--- config.mk ---
export PLATFORM = sky130hd
export DESIGN_NAME = frame_deframer_crc16_check
export DESIGN_NICKNAME = d
export VERILOG_FILES = /design/src/rtl/core/fdc_pkg.sv /design/src/rtl/core/frame_deframer_crc16_check.sv /design/src/rtl/core/fdc_parser.sv /design/src/rtl/core/fdc_out_stage.sv
export VERILOG_INCLUDE_DIRS = /design/src /design/src/rtl/core
export SDC_FILE = /design/constraint.sdc
export NUM_CORES = 1
export LEC_CHECK = 0
export BUFFER_PORTS_ARGS = -buffer_cell sky130_fd_sc_hd__buf_2
export CAP_MARGIN = 40
export CELL_PAD_IN_SITES_DETAIL_PLACEMENT = 0
export CELL_PAD_IN_SITES_GLOBAL_PLACEMENT = 1
export CORE_MARGIN = 2
export CORE_UTILIZATION = 41
export DETAILED_ROUTE_END_ITERATION = 8
export PLACE_DENSITY = 0.81
export SETUP_SLACK_MARGIN = 0.15
export SYNTH_ARGS = -nofsm -noshare
export SYNTH_HDL_FRONTEND = slang
export SYNTH_HIERARCHICAL = 1
export SYNTH_SLANG_ARGS = --single-unit
--- constraint.sdc ---
create_clock -name aclk -period 3.2 [get_ports aclk]
set_input_delay 0.32 -clock aclk [delete_from_list [all_inputs] [get_ports aclk]]
set_output_delay 0.32 -clock aclk [all_outputs]
set_load 0.01 [all_outputs]
--- src/rtl/core/frame_deframer_crc16_check_assert.svh ---
// ----------------------------------------------------------------------------
// Assertion macros for the frame deframer
// Shared immediate-cycle and next-cycle implication checks, clocked on aclk
// and disabled while aresetn is low.
// ----------------------------------------------------------------------------
`ifndef FRAME_DEFRAMER_CRC16_CHECK_ASSERT_SVH
`define FRAME_DEFRAMER_CRC16_CHECK_ASSERT_SVH

// The consequent must hold in the same cycle as the antecedent.
`define FDC_ASSERT_SAME(lbl, ante, cons) \
    lbl: assert property (@(posedge aclk) disable iff (!aresetn) (ante) |-> (cons)) \
        else $error("fdc: same-cycle check failed");

// The consequent must hold in the cycle after the antecedent.
`define FDC_ASSERT_NEXT(lbl, ante, cons) \
    lbl: assert property (@(posedge aclk) disable iff (!aresetn) (ante) |=> (cons)) \
        else $error("fdc: next-cycle check failed");

`endif

--- src/rtl/core/fdc_pkg.sv ---
// ----------------------------------------------------------------------------
// Frame deframer package
// Types, register indexes, reset values and the byte-wise CRC-16 update.
// ----------------------------------------------------------------------------
`timescale 1ns / 1ps
`default_nettype none

package fdc_pkg;

    localparam int COUNTER_BITS_DEF = 32;
    localparam int COUNT_OUT_W      = 32;

    localparam logic [7:0]  MARK_FIRST_RST = 8'hA5;
    localparam logic [7:0]  MARK_SECOND_RST = 8'h5A;
    localparam logic [15:0] MAX_LEN_RST    = 16'd512;
    localparam logic [15:0] CRC_INIT       = 16'hFFFF;
    localparam logic [15:0] CRC_POLY       = 16'h1021;

    localparam logic [1:0] CFG_MARK_FIRST  = 2'd0;
    localparam logic [1:0] CFG_MARK_SECOND = 2'd1;
    localparam logic [1:0] CFG_MAX_LEN     = 2'd2;

    typedef enum logic [3:0] {
        PH_HUNT0   = 4'd0,
        PH_HUNT1   = 4'd1,
        PH_VER     = 4'd2,
        PH_TYPE    = 4'd3,
        PH_LEN_LO  = 4'd4,
        PH_LEN_HI  = 4'd5,
        PH_SEQ     = 4'd6,
        PH_PAYLOAD = 4'd7,
        PH_CRC_LO  = 4'd8,
        PH_CRC_HI  = 4'd9
    } phase_t;

    typedef enum logic [1:0] {
        EV_PAYLOAD  = 2'd0,
        EV_GOOD     = 2'd1,
        EV_BAD_CRC  = 2'd2,
        EV_OVER_LEN = 2'd3
    } kind_t;

    typedef struct packed {
        kind_t                    event_kind;
        logic [7:0]               payload_byte;
        logic [15:0]              payload_index;
        logic [7:0]               frame_version;
        logic [7:0]               frame_type;
        logic [7:0]               frame_sequence;
        logic [15:0]              frame_length;
        logic [15:0]              received_crc;
        logic [COUNT_OUT_W-1:0]   good_frame_count;
        logic [COUNT_OUT_W-1:0]   bad_frame_count;
    } result_t;

    // CRC-16-CCITT, MSB first, one byte per call.
    function automatic logic [15:0] fdc_crc_byte(input logic [15:0] crc_in,
                                                 input logic [7:0]  data);
        logic [15:0] crc;
        crc = crc_in ^ {data, 8'h00};
        for (int k = 0; k < 8; k++) begin
            if (crc[15]) begin
                crc = {crc[14:0], 1'b0} ^ CRC_POLY;
            end else begin
                crc = {crc[14:0], 1'b0};
            end
        end
        return crc;
    endfunction

endpackage

`default_nettype wire

--- src/rtl/core/frame_deframer_crc16_check.sv ---
// A result item appears on the m_ side in the cycle after the byte that causes it is accepted.
// Throughput: one received byte per cycle while the input does not stall, set by the parser step.
// The input stalls only while a result waits in the output register and m_ready is low.
// Reset (aresetn low, synchronous): parser hunts, CRC is FFFF, counters clear,
// and the configuration registers return to A5, 5A and 512.
// ----------------------------------------------------------------------------
// Frame deframer with CRC-16 check
// Receives link bytes, parses start mark, header, payload and CRC trailer,
// and reports payload bytes and frame status items.
// ----------------------------------------------------------------------------
`timescale 1ns / 1ps
`default_nettype none

module frame_deframer_crc16_check
    import fdc_pkg::*;
#(
    parameter int COUNTER_BITS = COUNTER_BITS_DEF
) (
    input  wire logic        aclk,
    input  wire logic        aresetn,
    input  wire logic        s_valid,
    output logic             s_ready,
    input  wire logic [7:0]  s_rx_byte,
    output logic             m_valid,
    input  wire logic        m_ready,
    output logic [1:0]       m_event_kind,
    output logic [7:0]       m_payload_byte,
    output logic [15:0]      m_payload_index,
    output logic [7:0]       m_frame_version,
    output logic [7:0]       m_frame_type,
    output logic [7:0]       m_frame_sequence,
    output logic [15:0]      m_frame_length,
    output logic [15:0]      m_received_crc,
    output logic [31:0]      m_good_frame_count,
    output logic [31:0]      m_bad_frame_count,
    input  wire logic        cfg_valid,
    output logic             cfg_ready,
    input  wire logic [1:0]  cfg_index,
    input  wire logic [15:0] cfg_data
);

    logic    accept;
    logic    can_take;
    logic    res_valid;
    result_t res;
    result_t res_q;

    assign s_ready   = can_take;
    assign accept    = s_valid && can_take;
    assign cfg_ready = 1'b1;

    fdc_parser #(
        .COUNTER_BITS (COUNTER_BITS)
    ) u_parser (
        .aclk      (aclk),
        .aresetn   (aresetn),
        .step      (accept),
        .rx_byte   (s_rx_byte),
        .cfg_write (cfg_valid),
        .cfg_index (cfg_index),
        .cfg_data  (cfg_data),
        .res_valid (res_valid),
        .res       (res)
    );

    fdc_out_stage u_out (
        .aclk      (aclk),
        .aresetn   (aresetn),
        .take      (accept),
        .res_valid (res_valid),
        .res       (res),
        .m_ready   (m_ready),
        .can_take  (can_take),
        .m_valid   (m_valid),
        .res_q     (res_q)
    );

    assign m_event_kind       = res_q.event_kind;
    assign m_payload_byte     = res_q.payload_byte;
    assign m_payload_index    = res_q.payload_index;
    assign m_frame_version    = res_q.frame_version;
    assign m_frame_type       = res_q.frame_type;
    assign m_frame_sequence   = res_q.frame_sequence;
    assign m_frame_length     = res_q.frame_length;
    assign m_received_crc     = res_q.received_crc;
    assign m_good_frame_count = res_q.good_frame_count;
    assign m_bad_frame_count  = res_q.bad_frame_count;

endmodule

`default_nettype wire

--- src/rtl/core/fdc_parser.sv ---
// ----------------------------------------------------------------------------
// Frame parser
// Walks the frame header, payload and trailer one byte per item, keeps the
// running CRC and the frame counters, and forms at most one result per item.
// ----------------------------------------------------------------------------
`timescale 1ns / 1ps
`default_nettype none
`include "frame_deframer_crc16_check_assert.svh"

module fdc_parser
    import fdc_pkg::*;
#(
    parameter int COUNTER_BITS = COUNTER_BITS_DEF
) (
    input  wire logic        aclk,
    input  wire logic        aresetn,
    input  wire logic        step,
    input  wire logic [7:0]  rx_byte,
    input  wire logic        cfg_write,
    input  wire logic [1:0]  cfg_index,
    input  wire logic [15:0] cfg_data,
    output logic             res_valid,
    output result_t          res
);

    phase_t                  phase_reg, phase_next;
    logic [7:0]              version_reg, version_next;
    logic [7:0]              type_reg, type_next;
    logic [15:0]             length_reg, length_next;
    logic [7:0]              sequence_reg, sequence_next;
    logic [15:0]             position_reg, position_next;
    logic [15:0]             crc_reg, crc_next;
    logic [7:0]              crc_low_reg, crc_low_next;
    logic [COUNTER_BITS-1:0] good_reg, good_next;
    logic [COUNTER_BITS-1:0] bad_reg, bad_next;
    logic [7:0]              mark_first_reg;
    logic [7:0]              mark_second_reg;
    logic [15:0]             max_len_reg;

    logic [15:0]             crc_step;
    logic [15:0]             length_full;
    logic [15:0]             position_inc;
    logic [15:0]             wire_crc;
    logic [COUNT_OUT_W-1:0]  good_out;
    logic [COUNT_OUT_W-1:0]  bad_out;

    assign crc_step     = fdc_crc_byte(crc_reg, rx_byte);
    assign length_full  = {rx_byte, length_reg[7:0]};
    assign position_inc = position_reg + 16'd1;
    assign wire_crc     = {rx_byte, crc_low_reg};

    generate
        if (COUNTER_BITS >= COUNT_OUT_W) begin : g_cnt_wide
            assign good_out = good_next[COUNT_OUT_W-1:0];
            assign bad_out  = bad_next[COUNT_OUT_W-1:0];
        end else begin : g_cnt_narrow
            assign good_out = {{(COUNT_OUT_W-COUNTER_BITS){1'b0}}, good_next};
            assign bad_out  = {{(COUNT_OUT_W-COUNTER_BITS){1'b0}}, bad_next};
        end
    endgenerate

    always_comb begin
        phase_next = phase_reg;
        if (step) begin
            unique case (phase_reg)
                PH_HUNT0: begin
                    if (rx_byte == mark_first_reg) begin
                        phase_next = PH_HUNT1;
                    end
                end
                PH_HUNT1: begin
                    phase_next = (rx_byte == mark_second_reg) ? PH_VER : PH_HUNT0;
                end
                PH_VER:    phase_next = PH_TYPE;
                PH_TYPE:   phase_next = PH_LEN_LO;
                PH_LEN_LO: phase_next = PH_LEN_HI;
                PH_LEN_HI: begin
                    phase_next = (length_full > max_len_reg) ? PH_HUNT0 : PH_SEQ;
                end
                PH_SEQ: begin
                    phase_next = (length_reg == 16'd0) ? PH_CRC_LO : PH_PAYLOAD;
                end
                PH_PAYLOAD: begin
                    if (position_inc >= length_reg) begin
                        phase_next = PH_CRC_LO;
                    end
                end
                PH_CRC_LO: phase_next = PH_CRC_HI;
                PH_CRC_HI: phase_next = PH_HUNT0;
                default:   phase_next = PH_HUNT0;
            endcase
        end
    end

    always_comb begin
        version_next  = version_reg;
        type_next     = type_reg;
        length_next   = length_reg;
        sequence_next = sequence_reg;
        position_next = position_reg;
        crc_next      = crc_reg;
        crc_low_next  = crc_low_reg;
        good_next     = good_reg;
        bad_next      = bad_reg;
        res_valid     = 1'b0;
        res.event_kind       = EV_PAYLOAD;
        res.payload_byte     = 8'h00;
        res.payload_index    = 16'h0000;
        res.frame_version    = version_reg;
        res.frame_type       = type_reg;
        res.frame_sequence   = 8'h00;
        res.frame_length     = length_reg;
        res.received_crc     = 16'h0000;
        res.good_frame_count = good_out;
        res.bad_frame_count  = bad_out;
        if (step) begin
            unique case (phase_reg)
                PH_HUNT1: begin
                    if (rx_byte == mark_second_reg) begin
                        crc_next = CRC_INIT;
                    end
                end
                PH_VER: begin
                    version_next = rx_byte;
                    crc_next     = crc_step;
                end
                PH_TYPE: begin
                    type_next = rx_byte;
                    crc_next  = crc_step;
                end
                PH_LEN_LO: begin
                    length_next = {8'h00, rx_byte};
                    crc_next    = crc_step;
                end
                PH_LEN_HI: begin
                    length_next = length_full;
                    crc_next    = crc_step;
                    if (length_full > max_len_reg) begin
                        bad_next         = bad_reg + COUNTER_BITS'(1);
                        res_valid        = 1'b1;
                        res.event_kind   = EV_OVER_LEN;
                        res.frame_length = length_full;
                    end
                end
                PH_SEQ: begin
                    sequence_next = rx_byte;
                    crc_next      = crc_step;
                    position_next = 16'h0000;
                end
                PH_PAYLOAD: begin
                    crc_next           = crc_step;
                    position_next      = position_inc;
                    res_valid          = 1'b1;
                    res.event_kind     = EV_PAYLOAD;
                    res.payload_byte   = rx_byte;
                    res.payload_index  = position_reg;
                    res.frame_sequence = sequence_reg;
                end
                PH_CRC_LO: begin
                    crc_low_next = rx_byte;
                end
                PH_CRC_HI: begin
                    res_valid          = 1'b1;
                    res.frame_sequence = sequence_reg;
                    res.received_crc   = wire_crc;
                    if (wire_crc == crc_reg) begin
                        good_next      = good_reg + COUNTER_BITS'(1);
                        res.event_kind = EV_GOOD;
                    end else begin
                        bad_next       = bad_reg + COUNTER_BITS'(1);
                        res.event_kind = EV_BAD_CRC;
                    end
                end
                default: begin
                end
            endcase
        end
    end

    always_ff @(posedge aclk) begin
        if (!aresetn) begin
            phase_reg    <= PH_HUNT0;
            version_reg  <= '0;
            type_reg     <= '0;
            length_reg   <= '0;
            sequence_reg <= '0;
            position_reg <= '0;
            crc_reg      <= CRC_INIT;
            crc_low_reg  <= '0;
            good_reg     <= '0;
            bad_reg      <= '0;
        end else begin
            phase_reg    <= phase_next;
            version_reg  <= version_next;
            type_reg     <= type_next;
            length_reg   <= length_next;
            sequence_reg <= sequence_next;
            position_reg <= position_next;
            crc_reg      <= crc_next;
            crc_low_reg  <= crc_low_next;
            good_reg     <= good_next;
            bad_reg      <= bad_next;
        end
    end

    always_ff @(posedge aclk) begin
        if (!aresetn) begin
            mark_first_reg  <= MARK_FIRST_RST;
            mark_second_reg <= MARK_SECOND_RST;
            max_len_reg     <= MAX_LEN_RST;
        end else if (cfg_write) begin
            unique case (cfg_index)
                CFG_MARK_FIRST:  mark_first_reg  <= cfg_data[7:0];
                CFG_MARK_SECOND: mark_second_reg <= cfg_data[7:0];
                CFG_MAX_LEN:     max_len_reg     <= cfg_data;
                default: begin
                end
            endcase
        end
    end

    `FDC_ASSERT_SAME(a_payload_emits, step && phase_reg == PH_PAYLOAD,
                     res_valid && res.event_kind == EV_PAYLOAD)
    `FDC_ASSERT_NEXT(a_trailer_rehunts, step && phase_reg == PH_CRC_HI,
                     phase_reg == PH_HUNT0)
    `FDC_ASSERT_SAME(a_position_bound, phase_reg == PH_PAYLOAD,
                     position_reg < length_reg)

endmodule

`default_nettype wire

--- src/rtl/core/fdc_out_stage.sv ---
// ----------------------------------------------------------------------------
// Result register
// Holds one result item for the output channel and lets the input side keep
// moving while the register is empty or being drained.
// ----------------------------------------------------------------------------
`timescale 1ns / 1ps
`default_nettype none

module fdc_out_stage
    import fdc_pkg::*;
(
    input  wire logic     aclk,
    input  wire logic     aresetn,
    input  wire logic     take,
    input  wire logic     res_valid,
    input  wire result_t  res,
    input  wire logic     m_ready,
    output logic          can_take,
    output logic          m_valid,
    output result_t       res_q
);

    logic    valid_reg, valid_next;
    result_t data_reg;

    assign can_take = !valid_reg || m_ready;
    assign m_valid  = valid_reg;
    assign res_q    = data_reg;

    always_comb begin
        valid_next = valid_reg;
        if (take) begin
            valid_next = res_valid;
        end else if (m_ready) begin
            valid_next = 1'b0;
        end
    end

    always_ff @(posedge aclk) begin
        if (!aresetn) begin
            valid_reg <= 1'b0;
        end else begin
            valid_reg <= valid_next;
        end
    end

    always_ff @(posedge aclk) begin
        if (take && res_valid) begin
            data_reg <= res;
        end
    end

endmodule

`default_nettype wire

# Yosys cells after proc, flatten, opt, wreduce, memory -nomap -nowiden
# Cells that the tools add are included.
# totals
wordCells,122
inputBits,31
reg_bits,327
output_inout_bits,149
# op_classes
reduce_logical,28
n_bitwise,10
n_addsub,3
n_eq_ne,17
n_mux,37
order_cmp,2
# ops
cell,count
$mux W32,7
$mux W13,8
$pmux W16 S2,3
$add A32 B1 Y32 const B,2
$mux W16,4
$pmux W32 S2,1
$pmux W4 S9,1
$not A3 Y3,8
$reduce_and A2 Y1,12
$add A16 B1 Y16 const B,1
$eq A16 B16 Y1,1
$eq A4 B3 Y1 const B,4
$eq A8 B8 Y1,2
$ge A16 B16 Y1,1
$gt A16 B16 Y1,1
$logic_not A16 Y1,1
$xor A16 B16 Y16,1
$mux W4,3
$reduce_and A3 Y1,3
$eq A4 B2 Y1 const B,2
$eq A4 B4 Y1 const B,2
$reduce_bool A2 Y1,4
$mux W2,3
$ne A2 B1 Y1 const B,3
15 further kinds,19

# Depth between registers and ports, before layout
# logic_depth
ltp_word,18
ltp_mapped,14
mapped_depth_nobuf,14

# Hierarchy
# The synthesis kept the hierarchy.
# by_module_without_submodules
mod,area_per_inst_um2,seq_area_each_um2,cells_each,instances
fdc_parser,9877.0,3603.5,1191,1
fdc_out_stage,4435.5,4404.2,151,1
frame_deframer_crc16_check,17.5,0.0,3,1

# Worst setup path before layout
# Ideal clock, no wire load.
# synth_timing
path_kind,reg2reg
from,reg u_parser.max_len_reg[13]
to,"reg u_out.data_reg (netlist bit u_out/res_q[0]), enable pin"
period_less_slack_ns,3.380
t_arrival_ns,2.975
path_slack_ns,-0.180
path_buffers,1
stages_incl_launch_ff,11
required_ns,2.795
setup_time_ns,0.405
cell_sequence,dfxtp_1 > inv_1 > ha_1 > nand4_1 > nor4_1 > a21boi_1 > o31a_2 > buf_2 > nand2_2 > nand2_1 > and2_4
# synth_via
elab_chain_len,5
# synth_lines
element,line_no,rtl
start: declaration,fdc_parser.sv:38,logic [15:0] max_len_reg;
start signal: assignment,fdc_parser.sv:215,CFG_MAX_LEN: max_len_reg <= cfg_data;
$gt A16 B16 Y1,fdc_parser.sv:138,if (length_full > max_len_reg) begin
$mux W1,fdc_parser.sv:138,
$pmux W1 S2,fdc_parser.sv:117,unique case (phase_reg)
$mux W1,fdc_parser.sv:116,if (step) begin
via res_valid,frame_deframer_crc16_check.sv:44,logic res_valid;
$logic_and A1 B1 Y1,fdc_out_stage.sv:48,if (take && res_valid) begin
end signal: assignment,fdc_out_stage.sv:49,data_reg <= res;
end: declaration,fdc_out_stage.sv:24,result_t data_reg;
# The timed path passes the listed nets, and every way through them passes these cells.
# A chain may end at the register's enable or synchronous reset.

# Final worst setup path
# layout_timing
from,reg u_parser.position_reg[1]
to,reg u_parser.phase_reg[1]
# layout_via
elab_chain_len,4
# layout_lines
element,line_no,rtl
start: declaration,fdc_parser.sv:31,"logic [15:0] position_reg, position_next;"
start signal: assignment,fdc_parser.sv:198,position_reg <= position_next;
$add A16 B1 Y16,fdc_parser.sv:49,assign position_inc = position_reg + 16'd1;
$ge A16 B16 Y1,fdc_parser.sv:84,if (position_inc >= length_reg) begin
$ne A2 B1 Y1 (no line),--,
$reduce_and A3 Y1 (no line),--,
end signal: assignment,fdc_parser.sv:193,phase_reg <= phase_next;
end: declaration,fdc_parser.sv:26,"phase_t phase_reg, phase_next;"
# No other way between the ends.

==> results.cfg <==
[worst_setup_path]
worstPathArrival_ps = 3430
path_class = reg2reg
crit_path_top_delay_cell = or4_4
crit_fanout = 6
path_cells = ha_4, nand3_2, or4_4, or2_4, nor2_4, xor2_2, ha_1, a21o_1, a211oi_4, buf_4, a31oi_4, o211ai_1, o211a_1
worstSetupEndpointType = flip-flop
cp-start-kind = flip-flop
cp_num_buf_inv = 1
critical-path-top-delay-family = simple AND/OR/NAND/NOR gates
max_stage_delay_ps = 500
critPathRequiredTime_ps = 3660

[synth]
synthTopCellsByArea = edfxtp_1 31%, dfxtp_1 25%, xnor2_1 5.0%
synth-edff-count = 146
ys.flop_type = dfxtp_1
synth.distinct_cells = 65
synth_adder_area_share_pct = 3.06
synthMuxAreaShare_pct = 4.98
synth.avg_cell_area_sq_um = 10.7
synth_top_area_share_pct = 30.6
syn-num-nets = 1411
netlist_area_sq_mm = 0.0143
ys_warn_count = 6
async_reset_ff_share_pct = 0
ys_ff_latch = 327
synthSimpleGateAreaFrac_pct = 18.5
synth_top_family_by_area = simple AND/OR/NAND/NOR gates
synth_compound_area_share_pct = 6.52
synth_xor_area_share_pct = 7.09
ys_seq_area_share_pct = 55.9
synth_top_area_cell = edfxtp_1
syn_inst = 1345

[timing]
hold_viol = 0
final_max_slew_viol_count = 0
timing.hold.ws_ps = 37.7
tns_ps = 0
fin_crit_sh_pct = 92.8
worstMarginPinSlew_ps = 854
finClkSkew_ps = 15.0
slew_headroom_pct = 43.0
period_needed_ps = 2970
finalSetupViolations = 0
grt_setup_unrepaired = yes
setup_slack_ps = 232
fmax_ghz = 0.337

[pwr]
switching_share_pct = 24.6
total_power_mw = 9.77
powerDensity_mw_per_mm2 = 563
intPower_mw = 7.37
p_sw_mw = 2.41
pwr-share-seq_pct = 46.4
power.leakage_nw = 7.51
combPwrFrac_pct = 11.1
max-vdd-ir-drop_uv = 325
p_clk_share_pct = 42.5

[floorplanning]
die_x_um = 191
die_area_sq_mm = 0.0365
rows = 68
die_y_um = 191
start_util_pct = 41.6
ios = 180
core_area_sq_mm = 0.0345

[routing]
routed_wl_um = 34300
wl_per_cell_um = 16.9
vias_per_cell = 5.10
vias = 10325
drc = 0
dr.pass1.iters = 6
drtIter0Drc = 665
detail-route-antenna-nets = 0

[clock_tree]
ctsRootBufferMaster = clkbuf_16
cts_buffers = 35
clockBufferDepth = 3
cts_tree = built
clkTransAtPathRegs_ps = 60
clkLatencyLatePin_ps = 530
htreeDepth = 2
cts_sinks = 327

[global_routing]
antenna_found_initial = 0
grt-ovfl-total = 0
grt_start_max_net_pins = 93
gr-usage-all-layers_pct = 18.5
grt_pass1_wl_um = 53400
grt_pass1_vias = 9901

[final_layout]
drive_gt1_share_pct = 22.1
most-common-layout-cells = 178 x buf_2, 178 x dfxtp_1, 146 x edfxtp_1, 137 x nand2_1, 100 x nor2_1
final_area_sq_mm = 0.0174
diodes = 0
num-fill-cells = 3142
syn2layout_area_growth_pct = 21.1
fin_nets = 1608
largest_reg_flops = 146

[placement]
dp_hpwl_um = 23300
routabilityCongestion = 0.826
postPlaceCellArea_sq_mm = 0.0160
dp_slack_ps = 40.6
port_buffers = 178

[run_status]
status = completed

[flow_run]
drv_cap = 0

[min_path]
worstHoldPathType = in2reg
-- metal layers --
layer / share of wire (%) / GRT usage (%)
met3: 5.6 / 3.08
met2: 47 / 30.5
met5: 0 / 0
met4: 2.6 / 5.87
met1: 45 / 24.9
-- power groups by stage --
stage	sequential [mW]	combinational, mW	clock (mW)
after CTS	4.54	1.06	4.26
after floorplan	4.59	0.789	0
after detailed placement	4.63	1.05	0
after global routing	4.55	1.20	4.43
final	4.54	1.08	4.15
after global placement	4.62	1.04	0
-- cell usage after synthesis, types with 2 or more instances --
library cell	instances
mux2i_1	60
a211oi_1	2
buf_4	15
nor3b_1	2
and4_1	8
edfxtp_1	146
nor3_2	2
or4_1	4
nand2b_1	10
nor2_1	102
a31oi_1	3
buf_1	3
nand3_1	40
xor2_1	34
nor3_1	18
clkbuf_1	59
dfxtp_1	181
nand3b_1	4
a21oi_1	53
a22oi_1	11
or3_1	8
o31ai_1	3
or2_1	2
o21ai_0	29
nand2_1	138
o211ai_1	10
o2111ai_1	8
nor4_1	9
and2_1	52
nor4_4	2
clkinv_1	2
and3_1	61
or2_2	2
buf_2	9
a21o_1	6
inv_1	46
mux2_2	10
xnor2_1	82
ha_1	35
o21a_1	4
nor2b_1	10
nand4_1	28
o22ai_1	8
o211a_1	3
-- final cells by class --
type	instances	area, sq um	area share [%]
inverters	48	180	1.04
clock inverters	20	262	1.51
well taps	455	569	3.28
repair buffers	246	1500	8.64
multi-input cells	884	5900	34.0
flip-flops and latches	327	8010	46.2
clock buffers	44	930	5.36
-- path summary, 6_finish.rpt --
path / slack [ps] / cells past startpoint / end / from
setup / recovery: 230 / 13 / u_parser/phase_reg[1] / u_parser/position_reg[1]
hold / removal: 40 / 3 / u_parser/max_len_reg[14] / cfg_data[14]
setup reg to reg: 230 / 13 / u_parser/phase_reg[1] / u_parser/position_reg[1]
hold reg to reg: 420 / 0 / u_out/res_q[104] / u_parser/type_reg[0]
-- worst reg2reg max path, stage by stage, from the launching register on --
cell,delay [ps]
dfxtp_4,370
ha_4,150
nand3_2,80
or4_4,500
or2_4,260
nor2_4,130
xor2_2,170
ha_1,270
a21o_1,220
a211oi_4,220
buf_4,160
a31oi_4,110
o211ai_1,120
o211a_1,170
-- kinds of logic after synthesis --
family / after synthesis
AO/OA/AOI/OAI: 150
other: 1
multiplexers: 70
XOR/XNOR: 116
flip-flops: 327
AND/OR/NAND/NOR: 512
adder cells (fa/ha/maj): 35
buffers and inverters: 134
-- through the flow --
step                      instances  utilization (%)
after global placement         1944             46.2
after CTS                      2012             49.9
after floorplan                1345                -
after global routing           2024             50.4
after detailed placement       1946             46.4
final                          2024             50.4
-- repair_timing --
item,4_1_cts,5_1_grt
setup endpoints to repair,4,18
pin swaps,1,9
buffers inserted,1,12
gates resized for setup,3,12
hold buffers,1,0
hold endpoints to repair,1,0
(Power assumes the default switching activity.)
